$ cat src/hw/rtl/chained_free_block_allocator_core_assert.svh
// ----------------------------------------------------------------------------
// Chained free-block allocator assertion macros
// Shared property forms; each expects clk and rst_n in the using scope.
// ----------------------------------------------------------------------------
`ifndef CHAINED_FREE_BLOCK_ALLOCATOR_CORE_ASSERT_SVH
`define CHAINED_FREE_BLOCK_ALLOCATOR_CORE_ASSERT_SVH

// Same-cycle implication.
`define CFBA_ASSERT_IMP(lbl, ante, cons, msg) \
  lbl: assert property (@(posedge clk) disable iff (!rst_n) (ante) |-> (cons)) else $error(msg);

// Next-cycle implication.
`define CFBA_ASSERT_NXT(lbl, ante, cons, msg) \
  lbl: assert property (@(posedge clk) disable iff (!rst_n) (ante) |=> (cons)) else $error(msg);

`endif

$ cat src/hw/rtl/cfba_pkg.sv
// ----------------------------------------------------------------------------
// cfba_pkg
// Types and constants shared by the allocator controller and datapath.
// ----------------------------------------------------------------------------
`default_nettype none

package cfba_pkg;

  localparam int ID_W     = 8;
  localparam int STATUS_W = 2;
  localparam int COUNT_W  = 9;

  // Result status codes
  localparam logic [STATUS_W-1:0] ST_OK      = 2'd0;
  localparam logic [STATUS_W-1:0] ST_NOSPACE = 2'd1;
  localparam logic [STATUS_W-1:0] ST_BADID   = 2'd2;

  typedef logic [3:0] dp_op_t;

  // Datapath operations issued by the controller
  localparam dp_op_t OP_NONE       = 4'd0;
  localparam dp_op_t OP_LATCH      = 4'd1;
  localparam dp_op_t OP_POP_RD     = 4'd2;
  localparam dp_op_t OP_POP_FIN    = 4'd3;
  localparam dp_op_t OP_PUSH       = 4'd4;
  localparam dp_op_t OP_CIN_START  = 4'd5;
  localparam dp_op_t OP_COUT_START = 4'd6;
  localparam dp_op_t OP_COPY       = 4'd7;
  localparam dp_op_t OP_CIN_FIN    = 4'd8;
  localparam dp_op_t OP_COUT_FIN   = 4'd9;
  localparam dp_op_t OP_NOSPACE    = 4'd10;
  localparam dp_op_t OP_BADID      = 4'd11;

  typedef struct packed {
    dp_op_t op;
    logic   copy_last;
  } dp_ctl_t;

  typedef struct packed {
    logic cmd_free;
    logic cnt_zero;
    logic cnt_full;
    logic link_zero;
    logic id_bad;
    logic idx_last;
  } dp_sts_t;

endpackage

`default_nettype wire

$ cat src/hw/rtl/cfba_ctrl.sv
// ----------------------------------------------------------------------------
// cfba_ctrl
// Sequencer for allocate/free: decides the path and steps list copies.
// ----------------------------------------------------------------------------
`default_nettype none

module cfba_ctrl (
  input  wire logic              clk,
  input  wire logic              rst_n,
  input  wire logic              start,
  output logic                   busy,
  input  wire cfba_pkg::dp_sts_t sts,
  output cfba_pkg::dp_ctl_t      ctl
);

  localparam logic [2:0] S_IDLE     = 3'd0;
  localparam logic [2:0] S_DECIDE   = 3'd1;
  localparam logic [2:0] S_POP      = 3'd2;
  localparam logic [2:0] S_CIN      = 3'd3;
  localparam logic [2:0] S_COUT     = 3'd4;
  localparam logic [2:0] S_CIN_FIN  = 3'd5;
  localparam logic [2:0] S_COUT_FIN = 3'd6;

  logic [2:0] state_r;
  logic [2:0] state_nxt;

  always_comb begin
    state_nxt     = state_r;
    ctl.op        = cfba_pkg::OP_NONE;
    ctl.copy_last = sts.idx_last;
    unique case (state_r)
      S_IDLE: begin
        if (start) begin
          ctl.op    = cfba_pkg::OP_LATCH;
          state_nxt = S_DECIDE;
        end
      end
      S_DECIDE: begin
        if (!sts.cmd_free) begin
          if (!sts.cnt_zero) begin
            ctl.op    = cfba_pkg::OP_POP_RD;
            state_nxt = S_POP;
          end else if (sts.link_zero) begin
            ctl.op    = cfba_pkg::OP_NOSPACE;
            state_nxt = S_IDLE;
          end else begin
            // follow the link: pull the saved list into the head
            ctl.op    = cfba_pkg::OP_CIN_START;
            state_nxt = S_CIN;
          end
        end else if (sts.id_bad) begin
          ctl.op    = cfba_pkg::OP_BADID;
          state_nxt = S_IDLE;
        end else if (!sts.cnt_full) begin
          ctl.op    = cfba_pkg::OP_PUSH;
          state_nxt = S_IDLE;
        end else begin
          // head full: spill it under the freed id
          ctl.op    = cfba_pkg::OP_COUT_START;
          state_nxt = S_COUT;
        end
      end
      S_POP: begin
        ctl.op    = cfba_pkg::OP_POP_FIN;
        state_nxt = S_IDLE;
      end
      S_CIN: begin
        ctl.op = cfba_pkg::OP_COPY;
        if (sts.idx_last) state_nxt = S_CIN_FIN;
      end
      S_COUT: begin
        ctl.op = cfba_pkg::OP_COPY;
        if (sts.idx_last) state_nxt = S_COUT_FIN;
      end
      S_CIN_FIN: begin
        ctl.op    = cfba_pkg::OP_CIN_FIN;
        state_nxt = S_IDLE;
      end
      S_COUT_FIN: begin
        ctl.op    = cfba_pkg::OP_COUT_FIN;
        state_nxt = S_IDLE;
      end
      default: begin
        state_nxt = S_IDLE;
      end
    endcase
  end

  always_ff @(posedge clk) begin
    if (!rst_n) begin
      state_r <= S_IDLE;
    end else begin
      state_r <= state_nxt;
    end
  end

  assign busy = (state_r != S_IDLE);

endmodule

`default_nettype wire

$ cat config.mk
export PLATFORM = sky130hd
export DESIGN_NAME = cfba_ctrl
export DESIGN_NICKNAME = d
export VERILOG_FILES = /design/src/hw/rtl/chained_free_block_allocator_core_assert.svh /design/src/hw/rtl/cfba_pkg.sv /design/src/hw/rtl/cfba_ctrl.sv
export SDC_FILE = /design/constraint.sdc
export NUM_CORES = 1
export LEC_CHECK = 0
export ABC_CLOCK_PERIOD_IN_PS = 1900
export BUFFER_PORTS_ARGS = -buffer_cell sky130_fd_sc_hd__clkbuf_2
export CAP_MARGIN = 20
export CORE_AREA = 2 2 39 41
export DETAILED_ROUTE_END_ITERATION = 10
export DIE_AREA = 0 0 41 43
export REMOVE_ABC_BUFFERS = 1
export SYNTH_ARGS = -nofsm -noshare
export SYNTH_HDL_FRONTEND = slang
export SYNTH_SLANG_ARGS = --single-unit
$ cat constraint.sdc
create_clock -name clk -period 1.9 [get_ports clk]
set_input_delay 0.38 -clock clk [delete_from_list [all_inputs] [get_ports clk]]
set_output_delay 0.38 -clock clk [all_outputs]
set_load 0.01 [all_outputs]
After elaboration in Yosys (flattened, before gate mapping)
Cells that the tools add are included.

Reductions and logical operators: 4. Equality and inequality tests: 9. Mux-type cells: 16.

Operators by type and width (count): $pmux 4 s6 (1); $mux 3 (6); $mux 4 (4); $pmux 3 s4 (1); $eq 3x3->1 const B (3); $eq 3x2->1 const B (2); $mux 2 (3); $ne 2x2->1 const B (3); $eq 3x1->1 const B (1); $logic_not 3->1 (1); $reduce_and 3->1 (1); $reduce_bool 3->1 (1); $reduce_or 2->1 (1); $mux 1 (1).

Word-level logic and storage cells: 30. Register bits: 3. Output and inout bits: 6. Input bits: 9.

Logic depth before layout (Yosys ltp)
Depth after elaboration: 4. Mapped depth: 4. Depth with buffers taken out: 3.

Worst setup path before layout
OpenSTA, ideal clock, no wires.

Path type: input -> output. Start point: input sts[2] (netlist bit). End point: output ctl[3] (netlist bit). Path buffers: 0. Path slack: 530 ps. Data required time: 1520 ps. Stages: 3. Data arrival time: 990 ps. Path through: nor3b_2 -> nor3_1 -> o21ai_0.

RTL lines: start: declaration (line cfba_ctrl.sv:12) `input wire cfba_pkg::dp_sts_t sts,`; end: declaration (line cfba_ctrl.sv:13) `output cfba_pkg::dp_ctl_t ctl`.

==> metrics <==
first-pass GRT wire length=1140 um; Die Wd=between 40 and 50 um; worst slew pin tran=between 300 and 400 ps; switching share of total power=0.280; final count of hold timing violations=0; Tcrit/Tclk final=0.907; Internal=178 uW; Arrival @ worst endpoint=1340 ps; largest family of logic cells by synthesized area=simple AND/OR/NAND/NOR gates; TritonRoute pass-1 iters=2; Pleak=0.000179 uW; worst r2r src=state_r[0]; min-delay worst type=in -> reg; Yosys top cell by area=dfxtp_1; cells after synthesis=39; number of global-route vias before repair=297; crit path kind=reg -> out; Syn Std Cell Area=312 um2; slowest cell on the critical path=or3_4; dpl cell area=378 um2; synth top area cells=dfxtp_1, nand2_1, nand2b_1; TritonCTS clock tree=yes; WP data required=1520 ps; initial drt markers=5; Post-synth EDFFs=0; core area=0.00138 mm2; final instance area=404 um2; Post-Synth XOR/XNOR Area=0.0281; Layout Nets=64; switching pwr=69.3 uW; synth unique cells=25; die area=0.00176 mm2; Vias=326; Hold Buf Count CTS=0; startpoint types=flop; Inserted Diodes=0; RSZ-0062 raised after global routing=false; status=finished clean; register area share after synthesis=0.193; initial core utilization=0.225; fillcell total=~160; fin crit period=1720 ps; Synth Area in Compound Gates=0.313; # DRC=0; clock power share=0.440; setup TNS=0 ps; Adder-Cell Fraction of Synth Area=0; max-slew violations=0; # clock sinks=3; YS warnings=0; top cell type's share of synthesized area=0.193; total I/O pin count=15; Routed Antenna Nets=0; share of power burned in registers=0.292; share of cells above drive strength 1=0.407; Post-Synth Simple-Gate Area=0.390; post-detailed-route wirelength per cell=around 9.6 um; Async SR Flop Fraction=0; total global routing track utilization=0.0932; crit-path max cell delay=between 400 and 500 ps; HP Start=rst_n; CP Max Fanout=12; dpl ws=304 ps; clock latency on the worst-skew pair=230 ps; Top reg by flops=state_r; GR Overflow Total=0; power share of the combinational group=0.268; mean number of vias per cell=4.66; total wire length=669 um; IO Port Bufs=14; die height=43 um; Final HPWL DP=564 um; # setup viols final=0; post-cts resize count=0; Multi-input gate area=between 200 and 250 um2; Area Growth Syn to Fin=29.7%; most common cell in the netlist=nand2_1; Max VDD drop=0.240 mV; initial antenna violation count=0; largest net degree at the start of global routing=13; Setup WS post-layout=~180 ps; ys flop type=dfxtp_1; maxcap violations=0; GPL Wtd Cong=a little under 0.7; clk buf depth=2; commonest cells in the netlist=nand2_1, dfxtp_1, nand2b_1; Root Buffer=clkbuf_4; biggest regs=state_r: 3 flops; clock skew=0.539 ps; clk slew on worst S/H paths=40 ps; mux cell area share after synthesis=0; CP Capture Type=primary output; flip-flop and latch area=roughly 60 um2; max reg flops=3; syn avg cell area=7.99 um2; power per cell area=613 mW/mm2; CTS HTree Levels=1; Worst slew margin=0.762; row count=14; crit path from=state_r[1]; Peak Freq=581 MHz; Synth Register Bits=3; postcts setup bufs=0; CTS Buf Count=3; crit path cell chain=or3_4 -> o21ai_2 -> a31oi_1 -> clkbuf_2
## cell type report
type                       instances  share of cell area
multi-input combinational         33               0.563
timing repair buffer              14               0.173
sequential                         3               0.149
clock buffer                       4              0.0650
tap                               16              0.0495
## stage by stage
stage	utilization	total power [uW]	hold WS, ps	instances
2_1_floorplan	-	111	503	36
3_3_place_gp	0.273	140	541	66
3_5_place_dp	0.273	141	552	66
4_1_cts	0.292	256	390	70
5_1_grt	0.292	263	411	70
6_report	0.292	248	395	70
## metal layers
| layer | vias up | part of all wire | track usage |
|---|---|---|---|
| li1 | 169 | - | - |
| met1 | 150 | 0.41 | 0.109 |
| met2 | 7 | 0.54 | 0.147 |
| met3 | 0 | 0.054 | 0.0157 |
| met4 | 0 | 0 | 0.0600 |
| met5 | - | 0 | 0 |
## worst paths after layout
check,endpoint,slack (ps),cells past startpoint
worst min-delay path,state_r[0],400,3
worst max-delay path,ctl[1],180,4
worst min register to register,state_r[1],560,2
worst max register to register,state_r[1],890,3
## worst max-delay path, delay by kind of cell (launching register included)
kind            cells  cell delay [ps]
flops               1              400
simple gates        1              410
compound gates      2              160
buf+inv             1              140
## power by group through the flow
stage	clock network [uW]	logic [uW]	registers [uW]
after global placement	0	66.7	73.1
after global routing	116	74.1	73.2
after floorplan	0	38.8	71.9
after detailed placement	0	67.5	73.3
after CTS	116	67.7	72.3
final	109	66.4	72.3
## kinds of logic (layout without fill, tap and decap cells)
logic type | Yosys count | in the layout
xor+xnor | 1 | 1
simple gates | 19 | 19
compound gates | 13 | 13
flops | 3 | 3
buf+inv | 3 | 18
## layout by cell type (no fill, tap or decap), drive strengths merged
cell | netlist | routed
a211oi | 1 | 1
a21boi | 2 | 2
a21o | 1 | 1
a21oi | 2 | 2
a22o | 1 | 1
a31oi | 1 | 1
clkbuf | 0 | 18
dfxtp | 3 | 3
nand2 | 5 | 5
nand2b | 3 | 3
nand3 | 1 | 1
nand4bb | 1 | 1
nor2 | 2 | 2
nor2b | 3 | 3
nor3 | 2 | 2
nor3b | 1 | 1
o21ai | 3 | 3
o21bai | 1 | 1
o311ai | 1 | 1
or3 | 1 | 1
xor2 | 1 | 1
Note: power is estimated with default switching activity, not from simulation.
